### src/rtl/rgb_to_rgbw_channel_mapper_defines.svh
// Assertion macros shared by the RGB to RGBW channel mapper.
`ifndef RGB_TO_RGBW_CHANNEL_MAPPER_DEFINES_SVH
`define RGB_TO_RGBW_CHANNEL_MAPPER_DEFINES_SVH

// Same-cycle implication, disabled while reset is asserted.
`define RGBW_ASSERT_IMPLY(label, clk_sig, rst_n_sig, ante, cons, msg) \
	label: assert property (@(posedge clk_sig) disable iff (!(rst_n_sig)) \
		(ante) |-> (cons)) else $error(msg);

// Next-cycle implication, disabled while reset is asserted.
`define RGBW_ASSERT_NEXT(label, clk_sig, rst_n_sig, ante, cons, msg) \
	label: assert property (@(posedge clk_sig) disable iff (!(rst_n_sig)) \
		(ante) |=> (cons)) else $error(msg);

`endif

### src/rtl/rgbw_pkg.sv
// Types, constants and helper functions of the RGB to RGBW channel mapper.
`timescale 1ns / 1ps
`default_nettype none

package rgbw_pkg;

	// Widths.
	localparam int unsigned NUM_STAGES = 6;
	localparam int unsigned LVL_W      = 8;
	localparam int unsigned MSG_W      = 3;
	localparam int unsigned STRIP_W    = 4;
	localparam int unsigned STATUS_W   = 2;
	localparam int unsigned CFG_IDX_W  = 2;
	localparam int unsigned PCT_W      = 7;
	localparam int unsigned DIVIDEND_W = 15;
	localparam int unsigned PROD_W     = 15;
	localparam int unsigned RECIP_W    = 14;
	localparam int unsigned MUL_W      = PROD_W + RECIP_W;
	localparam int unsigned RECIP_SHIFT = 20;

	// Arithmetic constants. RECIP_100 / 2**20 divides by 100 exactly for inputs below 43690.
	localparam logic [PCT_W-1:0]   PCT_FULL  = PCT_W'(100);
	localparam logic [LVL_W-1:0]   LVL_MAX   = LVL_W'(255);
	localparam logic [RECIP_W-1:0] RECIP_100 = RECIP_W'(10486);

	// Register reset values.
	localparam logic [STRIP_W-1:0] STRIP_RESET     = STRIP_W'(3);
	localparam logic [LVL_W-1:0]   REF_RED_RESET   = LVL_W'(255);
	localparam logic [LVL_W-1:0]   REF_GREEN_RESET = LVL_W'(170);
	localparam logic [LVL_W-1:0]   REF_BLUE_RESET  = LVL_W'(70);

	// Strip kinds.
	localparam logic [STRIP_W-1:0] STRIP_SINGLE   = STRIP_W'(1);
	localparam logic [STRIP_W-1:0] STRIP_CCT      = STRIP_W'(2);
	localparam logic [STRIP_W-1:0] STRIP_RGB      = STRIP_W'(3);
	localparam logic [STRIP_W-1:0] STRIP_RGBW     = STRIP_W'(4);
	localparam logic [STRIP_W-1:0] STRIP_RGBWWW   = STRIP_W'(5);
	localparam logic [STRIP_W-1:0] STRIP_RGBW_ALT = STRIP_W'(14);

	// Message kinds.
	localparam logic [MSG_W-1:0] MSG_SINGLE = MSG_W'(1);
	localparam logic [MSG_W-1:0] MSG_RGB    = MSG_W'(3);
	localparam logic [MSG_W-1:0] MSG_RGBW   = MSG_W'(4);
	localparam logic [MSG_W-1:0] MSG_RGBWWW = MSG_W'(5);

	// Status codes.
	localparam logic [STATUS_W-1:0] STATUS_OK       = STATUS_W'(0);
	localparam logic [STATUS_W-1:0] STATUS_BAD_CONV = STATUS_W'(1);
	localparam logic [STATUS_W-1:0] STATUS_NO_MAP   = STATUS_W'(2);

	// Configuration register indexes.
	typedef enum logic [CFG_IDX_W-1:0] {
		REG_STRIP_TYPE      = 2'd0,
		REG_WHITE_REF_RED   = 2'd1,
		REG_WHITE_REF_GREEN = 2'd2,
		REG_WHITE_REF_BLUE  = 2'd3
	} cfg_reg_t;

	// How a message is converted for the current strip.
	typedef enum logic [1:0] {
		MODE_INVALID    = 2'd0,
		MODE_PASS       = 2'd1,
		MODE_EXTRACT    = 2'd2,
		MODE_DROP_WHITE = 2'd3
	} mode_t;

	typedef struct packed {
		logic [MSG_W-1:0] message_type;
		logic [LVL_W-1:0] red;
		logic [LVL_W-1:0] green;
		logic [LVL_W-1:0] blue;
		logic [LVL_W-1:0] white;
		logic [LVL_W-1:0] warm_white;
	} in_word_t;

	typedef struct packed {
		logic [LVL_W-1:0]    chan_a;
		logic [LVL_W-1:0]    chan_b;
		logic [LVL_W-1:0]    chan_c;
		logic [LVL_W-1:0]    chan_d;
		logic [LVL_W-1:0]    chan_e;
		logic [STATUS_W-1:0] status;
	} out_word_t;

	// Data that rides along the pipeline: lane 0 red, lane 1 green, lane 2 blue.
	typedef struct packed {
		mode_t                  mode;
		logic [STRIP_W-1:0]     strip;
		logic [2:0][LVL_W-1:0]  rgb;
		logic [LVL_W-1:0]       white;
		logic [LVL_W-1:0]       warm_white;
		logic [2:0][LVL_W-1:0]  wref;
	} side_t;

	// Partial state of one restoring division.
	typedef struct packed {
		logic [DIVIDEND_W-1:0] rem;
		logic [PCT_W-1:0]      quo;
	} div_t;

	// Pipeline control: per-stage load enables and valid bits.
	typedef struct packed {
		logic [NUM_STAGES-1:0] adv;
		logic [NUM_STAGES-1:0] vld;
	} pipe_ctl_t;

	// Decide the conversion from message kind and strip kind.
	function automatic mode_t decode_mode(logic [MSG_W-1:0] mt, logic [STRIP_W-1:0] st);
		mode_t m;
		logic  same;
		same = (mt >= MSG_SINGLE) && (mt <= MSG_RGBWWW) && (STRIP_W'(mt) == st);
		if (mt == MSG_RGB && (st == STRIP_RGBW || st == STRIP_RGBW_ALT)) begin
			m = MODE_EXTRACT;
		end else if (mt == MSG_RGB && st == STRIP_RGBWWW) begin
			m = MODE_DROP_WHITE;
		end else if (same) begin
			m = MODE_PASS;
		end else if (mt == MSG_RGBW && st == STRIP_RGBW_ALT) begin
			m = MODE_PASS;
		end else begin
			m = MODE_INVALID;
		end
		return m;
	endfunction

	// One restoring step: try to take den * 2**k off the remainder.
	function automatic div_t div_step(div_t x, logic [LVL_W-1:0] den, int unsigned k);
		div_t                  y;
		logic [DIVIDEND_W-1:0] trial;
		y = x;
		trial = DIVIDEND_W'(den) << k;
		if (x.rem >= trial) begin
			y.rem = x.rem - trial;
			y.quo = x.quo | (PCT_W'(1) << k);
		end
		return y;
	endfunction

	// Floor division by 100 through a reciprocal multiply.
	function automatic logic [LVL_W-1:0] div100(logic [PROD_W-1:0] x);
		logic [MUL_W-1:0] m;
		m = MUL_W'(x) * MUL_W'(RECIP_100);
		return m[RECIP_SHIFT +: LVL_W];
	endfunction

endpackage

`default_nettype wire

### src/rtl/rgbw_pipe_ctrl.sv
// Valid bits and load enables of the six-stage mapper pipeline.
`timescale 1ns / 1ps
`default_nettype none

module rgbw_pipe_ctrl (
	input  wire logic              clk,
	input  wire logic              arst_n,
	input  wire logic              in_valid,
	input  wire logic              out_stall,
	output rgbw_pkg::pipe_ctl_t    ctl,
	output logic                   in_stall
);
	import rgbw_pkg::*;

	logic [NUM_STAGES-1:0] vld_q;
	logic [NUM_STAGES:0]   rdy;

	// A stage may load when it is empty or its contents move on.
	always_comb begin
		rdy[NUM_STAGES] = !out_stall;
		for (int i = NUM_STAGES - 1; i >= 0; i--) begin
			rdy[i] = !vld_q[i] || rdy[i+1];
		end
	end

	// Valid bits move with the data.
	always_ff @(posedge clk or negedge arst_n) begin
		if (!arst_n) begin
			vld_q <= '0;
		end else begin
			if (rdy[0]) begin
				vld_q[0] <= in_valid;
			end
			for (int i = 1; i < NUM_STAGES; i++) begin
				if (rdy[i]) begin
					vld_q[i] <= vld_q[i-1];
				end
			end
		end
	end

	assign ctl.adv  = rdy[NUM_STAGES-1:0];
	assign ctl.vld  = vld_q;
	assign in_stall = !rdy[0];

endmodule

`default_nettype wire

### src/rtl/rgbw_div.sv
// Three-stage divider that finds the white percentage of a colour word.
`timescale 1ns / 1ps
`default_nettype none

module rgbw_div (
	input  wire logic                          clk,
	input  wire rgbw_pkg::pipe_ctl_t           ctl,
	input  wire rgbw_pkg::side_t               side_in,
	output rgbw_pkg::side_t                    side_s3,
	output logic [rgbw_pkg::PCT_W-1:0]         pct_s3
);
	import rgbw_pkg::*;

	div_t  [2:0] div_d1;
	div_t  [2:0] div_d2;
	div_t  [2:0] div_d3;
	div_t  [2:0] div_s1;
	div_t  [2:0] div_s2;
	logic  [2:0] act_d1;
	logic  [2:0] act_s1;
	logic  [2:0] act_s2;
	side_t       side_s1;
	side_t       side_s2;
	logic [PCT_W-1:0] pct_d3;

	// Stage 1: form level * 100 and take the two top quotient bits.
	// A lane limits the percentage only when its level is below the reference.
	always_comb begin
		for (int i = 0; i < 3; i++) begin
			div_d1[i].rem = DIVIDEND_W'(side_in.rgb[i]) * DIVIDEND_W'(PCT_FULL);
			div_d1[i].quo = '0;
			div_d1[i] = div_step(div_d1[i], side_in.wref[i], 6);
			div_d1[i] = div_step(div_d1[i], side_in.wref[i], 5);
			act_d1[i] = side_in.rgb[i] < side_in.wref[i];
		end
	end

	always_ff @(posedge clk) begin
		if (ctl.adv[0]) begin
			div_s1  <= div_d1;
			act_s1  <= act_d1;
			side_s1 <= side_in;
		end
	end

	// Stage 2: the middle three quotient bits.
	always_comb begin
		for (int i = 0; i < 3; i++) begin
			div_d2[i] = div_s1[i];
			div_d2[i] = div_step(div_d2[i], side_s1.wref[i], 4);
			div_d2[i] = div_step(div_d2[i], side_s1.wref[i], 3);
			div_d2[i] = div_step(div_d2[i], side_s1.wref[i], 2);
		end
	end

	always_ff @(posedge clk) begin
		if (ctl.adv[1]) begin
			div_s2  <= div_d2;
			act_s2  <= act_s1;
			side_s2 <= side_s1;
		end
	end

	// Stage 3: last two quotient bits, then the least percentage of the lanes.
	always_comb begin
		pct_d3 = PCT_FULL;
		for (int i = 0; i < 3; i++) begin
			div_d3[i] = div_s2[i];
			div_d3[i] = div_step(div_d3[i], side_s2.wref[i], 1);
			div_d3[i] = div_step(div_d3[i], side_s2.wref[i], 0);
			if (act_s2[i] && div_d3[i].quo < pct_d3) begin
				pct_d3 = div_d3[i].quo;
			end
		end
	end

	always_ff @(posedge clk) begin
		if (ctl.adv[2]) begin
			pct_s3  <= pct_d3;
			side_s3 <= side_s2;
		end
	end

endmodule

`default_nettype wire

### src/rtl/rgbw_scale.sv
// Two stages that scale the white reference and the white level by the percentage.
`timescale 1ns / 1ps
`default_nettype none

module rgbw_scale (
	input  wire logic                              clk,
	input  wire rgbw_pkg::pipe_ctl_t               ctl,
	input  wire rgbw_pkg::side_t                   side_s3,
	input  wire logic [rgbw_pkg::PCT_W-1:0]        pct_s3,
	output rgbw_pkg::side_t                        side_s5,
	output logic [2:0][rgbw_pkg::LVL_W-1:0]        scaled_s5,
	output logic [rgbw_pkg::LVL_W-1:0]             white_s5
);
	import rgbw_pkg::*;

	logic [2:0][PROD_W-1:0] prod_s4;
	logic [PROD_W-1:0]      prod_w_s4;
	side_t                  side_s4;

	// Stage 4: reference * percentage per lane, and 255 * percentage for white.
	always_ff @(posedge clk) begin
		if (ctl.adv[3]) begin
			for (int i = 0; i < 3; i++) begin
				prod_s4[i] <= PROD_W'(side_s3.wref[i]) * PROD_W'(pct_s3);
			end
			prod_w_s4 <= PROD_W'(pct_s3) * PROD_W'(LVL_MAX);
			side_s4   <= side_s3;
		end
	end

	// Stage 5: divide every product by 100.
	always_ff @(posedge clk) begin
		if (ctl.adv[4]) begin
			for (int i = 0; i < 3; i++) begin
				scaled_s5[i] <= div100(prod_s4[i]);
			end
			white_s5 <= div100(prod_w_s4);
			side_s5  <= side_s4;
		end
	end

endmodule

`default_nettype wire

### src/rtl/rgbw_map.sv
// Final stage: applies the conversion and maps the colour onto five channels.
`timescale 1ns / 1ps
`default_nettype none

module rgbw_map (
	input  wire logic                              clk,
	input  wire rgbw_pkg::pipe_ctl_t               ctl,
	input  wire rgbw_pkg::side_t                   side_s5,
	input  wire logic [2:0][rgbw_pkg::LVL_W-1:0]   scaled_s5,
	input  wire logic [rgbw_pkg::LVL_W-1:0]        white_s5,
	output rgbw_pkg::out_word_t                    word_s6
);
	import rgbw_pkg::*;

	logic [2:0][LVL_W-1:0] rgb;
	logic [LVL_W-1:0]      w;
	logic [LVL_W-1:0]      ww;
	out_word_t             word_d;

	// Conversion: white extraction takes the scaled reference off each lane; dropping white clears both white levels.
	always_comb begin
		rgb = side_s5.rgb;
		w   = side_s5.white;
		ww  = side_s5.warm_white;
		case (side_s5.mode)
			MODE_EXTRACT: begin
				for (int i = 0; i < 3; i++) begin
					rgb[i] = side_s5.rgb[i] - scaled_s5[i];
				end
				w = white_s5;
			end
			MODE_DROP_WHITE: begin
				w  = '0;
				ww = '0;
			end
			default: begin
			end
		endcase
	end

	// Channel map of the strip; unused channels stay at zero.
	always_comb begin
		word_d = '0;
		word_d.status = STATUS_OK;
		if (side_s5.mode == MODE_INVALID) begin
			word_d.status = STATUS_BAD_CONV;
		end else begin
			case (side_s5.strip)
				STRIP_SINGLE: begin
					word_d.chan_e = w;
				end
				STRIP_CCT: begin
					word_d.chan_d = w;
					word_d.chan_e = ww;
				end
				STRIP_RGB: begin
					word_d.chan_c = rgb[0];
					word_d.chan_d = rgb[1];
					word_d.chan_e = rgb[2];
				end
				STRIP_RGBW: begin
					word_d.chan_b = rgb[0];
					word_d.chan_c = rgb[1];
					word_d.chan_d = rgb[2];
					word_d.chan_e = w;
				end
				STRIP_RGBWWW: begin
					word_d.chan_a = rgb[0];
					word_d.chan_b = rgb[1];
					word_d.chan_c = rgb[2];
					word_d.chan_d = w;
					word_d.chan_e = ww;
				end
				default: begin
					word_d.status = STATUS_NO_MAP;
				end
			endcase
		end
	end

	always_ff @(posedge clk) begin
		if (ctl.adv[5]) begin
			word_s6 <= word_d;
		end
	end

endmodule

`default_nettype wire

### src/rtl/rgb_to_rgbw_channel_mapper.sv
// Top level of the RGB to RGBW channel mapper.
//
// Usage:
// - The pixel channel (pixel_valid, pixel_stall, pixel) takes one colour word:
//   message type and red, green, blue, white and warm white levels.
// - The drive channel (drive_valid, drive_stall, drive) returns one word per
//   input word: five channel levels and a status code, in input order.
// - The configuration channel (cfg_valid, cfg_ready, cfg_index, cfg_data)
//   writes the strip type and the white reference; cfg_ready is always high.
//   Write it only while no word is in flight.
// - drive_valid rises once the accepted word has moved through the six-stage
//   pipeline (three divider stages, two scaling stages and the mapping stage);
//   throughput is one word per cycle while the receiver does not stall.
// - When the receiver stalls, the output word holds and the pipeline fills
//   its empty stages; pixel_stall rises only once all six stages hold a word.
// - Reset clears all valid bits and loads the strip type (RGB) and the
//   default white reference; no word is lost or repeated across a stall.
`timescale 1ns / 1ps
`default_nettype none
`include "rgb_to_rgbw_channel_mapper_defines.svh"

module rgb_to_rgbw_channel_mapper (
	input  wire logic                                clk,
	input  wire logic                                arst_n,
	input  wire logic                                pixel_valid,
	output logic                                     pixel_stall,
	input  wire rgbw_pkg::in_word_t                  pixel,
	output logic                                     drive_valid,
	input  wire logic                                drive_stall,
	output rgbw_pkg::out_word_t                      drive,
	input  wire logic                                cfg_valid,
	output logic                                     cfg_ready,
	input  wire logic [rgbw_pkg::CFG_IDX_W-1:0]      cfg_index,
	input  wire logic [rgbw_pkg::LVL_W-1:0]          cfg_data
);
	import rgbw_pkg::*;

	logic [STRIP_W-1:0] strip_q;
	logic [LVL_W-1:0]   ref_red_q;
	logic [LVL_W-1:0]   ref_green_q;
	logic [LVL_W-1:0]   ref_blue_q;

	pipe_ctl_t             ctl;
	side_t                 side_in;
	side_t                 side_s3;
	side_t                 side_s5;
	logic [PCT_W-1:0]      pct_s3;
	logic [2:0][LVL_W-1:0] scaled_s5;
	logic [LVL_W-1:0]      white_s5;

	assign cfg_ready = 1'b1;

	// Configuration registers.
	always_ff @(posedge clk or negedge arst_n) begin
		if (!arst_n) begin
			strip_q     <= STRIP_RESET;
			ref_red_q   <= REF_RED_RESET;
			ref_green_q <= REF_GREEN_RESET;
			ref_blue_q  <= REF_BLUE_RESET;
		end else if (cfg_valid && cfg_ready) begin
			unique case (cfg_reg_t'(cfg_index))
				REG_STRIP_TYPE:      strip_q     <= cfg_data[STRIP_W-1:0];
				REG_WHITE_REF_RED:   ref_red_q   <= cfg_data;
				REG_WHITE_REF_GREEN: ref_green_q <= cfg_data;
				REG_WHITE_REF_BLUE:  ref_blue_q  <= cfg_data;
			endcase
		end
	end

	// Build the word that enters the pipeline together with the settings it uses.
	always_comb begin
		side_in.mode       = decode_mode(pixel.message_type, strip_q);
		side_in.strip      = strip_q;
		side_in.rgb[0]     = pixel.red;
		side_in.rgb[1]     = pixel.green;
		side_in.rgb[2]     = pixel.blue;
		side_in.white      = pixel.white;
		side_in.warm_white = pixel.warm_white;
		side_in.wref[0]    = ref_red_q;
		side_in.wref[1]    = ref_green_q;
		side_in.wref[2]    = ref_blue_q;
	end

	rgbw_pipe_ctrl u_ctrl (
		.clk       (clk),
		.arst_n    (arst_n),
		.in_valid  (pixel_valid),
		.out_stall (drive_stall),
		.ctl       (ctl),
		.in_stall  (pixel_stall)
	);

	rgbw_div u_div (
		.clk     (clk),
		.ctl     (ctl),
		.side_in (side_in),
		.side_s3 (side_s3),
		.pct_s3  (pct_s3)
	);

	rgbw_scale u_scale (
		.clk       (clk),
		.ctl       (ctl),
		.side_s3   (side_s3),
		.pct_s3    (pct_s3),
		.side_s5   (side_s5),
		.scaled_s5 (scaled_s5),
		.white_s5  (white_s5)
	);

	rgbw_map u_map (
		.clk       (clk),
		.ctl       (ctl),
		.side_s5   (side_s5),
		.scaled_s5 (scaled_s5),
		.white_s5  (white_s5),
		.word_s6   (drive)
	);

	assign drive_valid = ctl.vld[NUM_STAGES-1];

	// The input is held off only when every stage holds a word.
	`RGBW_ASSERT_IMPLY(a_stall_full, clk, arst_n, pixel_stall, &ctl.vld, "stall with a free stage")
	// An accepted word lands in the first stage.
	`RGBW_ASSERT_NEXT(a_accept_s1, clk, arst_n, pixel_valid && !pixel_stall, ctl.vld[0], "accepted word lost")
	// A failed conversion drives every channel to zero.
	`RGBW_ASSERT_IMPLY(a_err_zero, clk, arst_n, drive_valid && drive.status != STATUS_OK, (drive.chan_a | drive.chan_b | drive.chan_c | drive.chan_d | drive.chan_e) == '0, "error word with drive")

endmodule

`default_nettype wire
### config.mk
export PLATFORM = sky130hd
export DESIGN_NAME = rgb_to_rgbw_channel_mapper
export DESIGN_NICKNAME = d
export VERILOG_FILES = /design/src/rtl/rgbw_pkg.sv /design/src/rtl/rgbw_pipe_ctrl.sv /design/src/rtl/rgbw_div.sv /design/src/rtl/rgbw_scale.sv /design/src/rtl/rgbw_map.sv /design/src/rtl/rgb_to_rgbw_channel_mapper.sv
export VERILOG_INCLUDE_DIRS = /design/src /design/src/rtl
export SDC_FILE = /design/constraint.sdc
export NUM_CORES = 2
export LEC_CHECK = 0
export BUFFER_PORTS_ARGS = -buffer_cell sky130_fd_sc_hd__buf_4
export CAP_MARGIN = 20
export CORE_MARGIN = 1.5
export CORE_UTILIZATION = 41
export CTS_CLUSTER_DIAMETER = 120
export DETAILED_ROUTE_END_ITERATION = 8
export GPL_TIMING_DRIVEN = 0
export PLACE_DENSITY = 0.61
export SETUP_SLACK_MARGIN = 0.05
export SYNTH_ARGS = -nofsm -noshare
export SYNTH_HDL_FRONTEND = slang
export SYNTH_HIERARCHICAL = 1
export SYNTH_SLANG_ARGS = --single-unit
### constraint.sdc
create_clock -name clk -period 21.5 [get_ports clk]
set_input_delay 2.15 -clock clk [delete_from_list [all_inputs] [get_ports clk]]
set_output_delay 2.15 -clock clk [all_outputs]
set_load 0.1 [all_outputs]
---- Word level (Yosys, flattened, before mapping) ----
Index checks and enable logic that the tools add are counted.
word-level totals
  register bits ........................... 615
  input bits .............................. 58
  output and inout port bits .............. 45
operators by class
  add/sub/neg operators ................... 21
  multiply operators ...................... 11
  magnitude comparators ................... 29
  eq/ne operators ......................... 16
  multiplexer cells ....................... 35
  bitwise logic cells ..................... 1
  reductions and logical operators ........ 34
operators with widths
  cell                      number
  $mux W22                  18
  $mul A15 B13 Y27 const B  4
  $pmux W8 S3               3
  $ge A15 B10 Y1            3
  $ge A15 B11 Y1            3
  $ge A15 B12 Y1            3
  $ge A15 B13 Y1            3
  $ge A15 B14 Y1            3
  $ge A15 B8 Y1             3
  $ge A15 B9 Y1             3
  $mul A8 B7 Y15            3
  $sub A15 B10 Y15          3
  $sub A15 B11 Y15          3
  $sub A15 B12 Y15          3
  $sub A15 B13 Y15          3
  $sub A15 B14 Y15          3
  $sub A15 B9 Y15           3
  $mul A8 B5 Y13 const B    3
  $pmux W8 S2               2
  $lt A8 B8 Y1              3
  $mux W24                  1
  $sub A8 B8 Y8             3
  $mux W7                   3
  $eq A4 B3 Y1 const B      4
  24 further kinds          61

---- Logic depth before layout (Yosys ltp) ----
  depth after elaboration ................. 13
  mapped depth ............................ 37
  mapped depth without buffers ............ 34

---- By module ----
The synthesis kept the hierarchy.
modules (own cells, without submodules)
  module                      instances  cells an instance  area an instance (µm²)
  rgbw_scale                  1          2385               27278.7
  rgbw_div                    1          2051               22052.4
  rgbw_map                    1          411                3622.2
  rgb_to_rgbw_channel_mapper  1          78                 1204.9
  rgbw_pipe_ctrl              1          21                 242.7

---- Least setup slack after synthesis ----
Ideal clock, no wire load.
  path kind ............................... input -> register
  start ................................... input pixel[34] (netlist bit)
  end ..................................... register u_div/div_s1[13] (netlist bit), data pin
  setup time .............................. 260 ps
  arrival ................................. 8331 ps
  setup slack ............................. 12909 ps
  stages on the path ...................... 30
  buffers on the path ..................... 1
  cell sequence ........................... ha_1 -> ha_1 -> inv_1 -> fa_1 -> inv_1 -> ha_1 -> nor2b_1 -> o21ai_0 -> a21boi_0 -> o21ai_0 -> a21boi_0 -> nor2_1 -> ha_1 -> nand4_1 -> inv_1 -> a221o_1 -> nand2_1 -> nor4b_2 -> clkbuf_1 -> o21ai_0 -> fa_1 -> a21o_1 -> a21oi_1 -> o21ai_0 -> a21oi_1 -> nor2b_1 -> o21ai_0 -> nand2b_1 -> nor4_4 -> mux2_2
RTL lines
  element               line                              text
  start, declared       rgb_to_rgbw_channel_mapper.sv:27  input wire rgbw_pkg::in_word_t pixel,
  end signal, assigned  rgbw_div.sv:40                    div_s1 <= div_d1;
  end, declared         rgbw_div.sv:17                    div_t [2:0] div_s1;

==> summary.md <==
| Metric | Value |
|---|---|
| Effective utilization at floorplan | `41.4%` |
| Largest net degree at the start of global routing | `72` |
| HP Class | `reg -> reg` |
| Outcome | `finished, final reports clean` |
| Sink Count | `573` |
| FF-to-FF path depth | `34` |
| Uppermost routed layer | `met5` |
| Antenna viol nets, final | `0` |
| DRC violations left | `0` |
| CORE AREA | `0.128 mm^2` |
| Tcrit/Tclk final | `42.9%` |
| Post-cts sizing count | `0` |
| MaxCap Viol Count | `0` |
| Most common cell after layout, fill and taps aside | `inv_1` |
| Setup WS pre-CTS | `11620 ps` |
| CP max stage delay | `approximately 630 ps` |
| First-pass iteration count of the detailed router | `5` |
| Number of global-route vias before repair | `35.4k` |
| Grt ovf | `0` |
| Most frequent cells in the layout | `890 x inv_1, 836 x ha_1, 539 x edfxtp_1` |
| M1 WL | `55500 um` |
| 1st-iter DRT viols | `2152` |
| Crit path launch type | `input pin` |
| Total of warnings raised by yosys | `6` |
| Routed length per placed instance | `17.4 um` |
| Setup-failing EPs final | `0` |
| Max FO, Critical Path | `10` |
| Min-Delay Path Depth | `0` |
| CTS Buffer Depth | `3` |
| Fin Setup TNS | `0 ps` |
| Die ar. | `0.131 mm^2` |
| Width of the chip | `362 um` |
| Share of layout cells above drive strength 1 | `8.06%` |
| Final Max Tran Viols | `0` |
| Min Tclk post-route | `9220 ps` |
| Layout area overhead | `10.4%` |
| Vias per cell | `5.11` |
| Final net count | `approximately 6.4k` |
| Post-DP HPWL | `just under 100000 um` |
| Slew HR | `32.0%` |
| GRT Total Usage | `18.2%` |
| WS Path Type | `in -> reg` |
| I/O pins | `about 100` |
| Hold_buf cts | `0` |
| CP arrival | `9610 ps` |
| Unrepaired setup endpoints after global routing | `no` |
| F_max | `108 MHz` |
| Vias | `between 30k and 40k` |
| First-pass GRT wire length | `190000 um` |
| Final WL | `118000 um` |
| Routability Congestion | `0.882` |
| Wire length on met3 | `4670 um` |
| CTS tree | `built` |
| Most used cell, CP | `o21ai_0` |
| Total CTS buffers | `68` |
| Final hold vios | `0` |
| Actual slew at the worst max-slew pin | `1010 ps` |
| # rows | `between 100 and 150` |
| Syn avg cell area | `roughly 11 um^2` |
| WP data required | `approximately 22000 ps` |
| Worst Skew | `between 30 and 40 ps` |
| CTS root buf | `clkbuf_16` |
| Setup Buffers After CTS | `0` |
| Synthesized Nets | `6200` |
| Slowest-stage cell, CP | `nor4_4` |
| Clk pin slew, worst setup/hold paths | `roughly 60 ps` |
| Later-pin clock latency in the skew report | `660 ps` |
| Netlist Area Pre-Place | `0.0530 mm^2` |
| CP Capture Type | `flip-flop` |
| Routed wl met2 | `55500 um` |
| Die boundary height | `approximately 360 um` |
| Final WS setup | `between 10000 and 15000 ps` |
| Gate Count Post-Synth | `4898` |
| Port Buffers | `101` |
| H-tree levels | `3` |
| Initial antenna violation count | `2` |
==> worst max-delay path, delay by kind of cell <==
| family | cells | cell delay (ps) |
|---|---|---|
| buffers and inverters | 5 | 670 |
| AND/OR/NAND/NOR | 8 | 1860 |
| multiplexers | 1 | 430 |
| AO/OA/AOI/OAI | 11 | 2300 |
| adder cells (fa/ha/maj) | 6 | 2190 |
==> routing by layer <==
layer | up-vias | GRT usage, %
met3 | 143 | 2.42
met2 | 607 | 30.3
met5 | - | 0
met1 | 16722 | 24.7
li1 | 17256 | -
met4 | 2 | 5.27
==> final timing paths <==
check                                            start                           to  slack, ps
max                                          pixel[34]   u_div/div_s1[18]$_DFFE_PP_      12280
min                        u_div/side_s2[34]$_DFFE_PP_  u_div/side_s3[34]$_DFFE_PP_        420
max reg2reg                u_div/side_s1[17]$_DFFE_PP_   u_div/div_s2[59]$_DFFE_PP_      12800
min reg2reg                u_div/side_s2[34]$_DFFE_PP_  u_div/side_s3[34]$_DFFE_PP_        420
max in group asynchronous                       arst_n       strip_q[1]$_DFFE_PN1P_      19600
min in group asynchronous                       arst_n   ref_green_q[2]$_DFFE_PN0P_       1500
==> sequential cells by signal, indices dropped and copies added, names as in the netlist <==
signal,flops
u_div/side_s1,70
u_div/side_s2,70
u_div/side_s3,70
u_div/div_s2,54
u_scale/side_s4,46
u_scale/side_s5,46
u_scale/prod_s4,45
u_map/word_s6,42
u_div/div_s1,36
u_scale/scaled_s5,24
u_scale/prod_w_s4,15
ref_blue_q,8
ref_green_q,8
ref_red_q,8
u_scale/white_s5,8
u_div/pct_s3,7
u_ctrl/vld_q,6
strip_q,4
u_div/act_s1,3
u_div/act_s2,3
==> through the flow <==
step           area (um^2)  utilization [%]  hold WS, ps  cells
4_1_cts              58500             45.7          415   6794
3_3_place_gp         55800             43.6          403   6661
2_1_floorplan        53000                -          400   4898
3_5_place_dp         56000             43.8          405   6668
6_report             58500             45.7          415   6797
5_1_grt              58500             45.7          420   6796
==> area by class of cell <==
class | count | area, um^2
tap | 1662 | 2080
buffer | 61 | 325
fill | 11739 | 69400
multi-input combinational | 3372 | 32300
clock buffer | 80 | 1760
timing repair buffer | 110 | 956
antenna | 1 | 2.50
clock inverter | 46 | 677
sequential | 573 | 17100
inverter | 892 | 3350
Power is not shown: default switching activity piles up to over one toggle a cycle in this logic, so the estimate is an artifact.
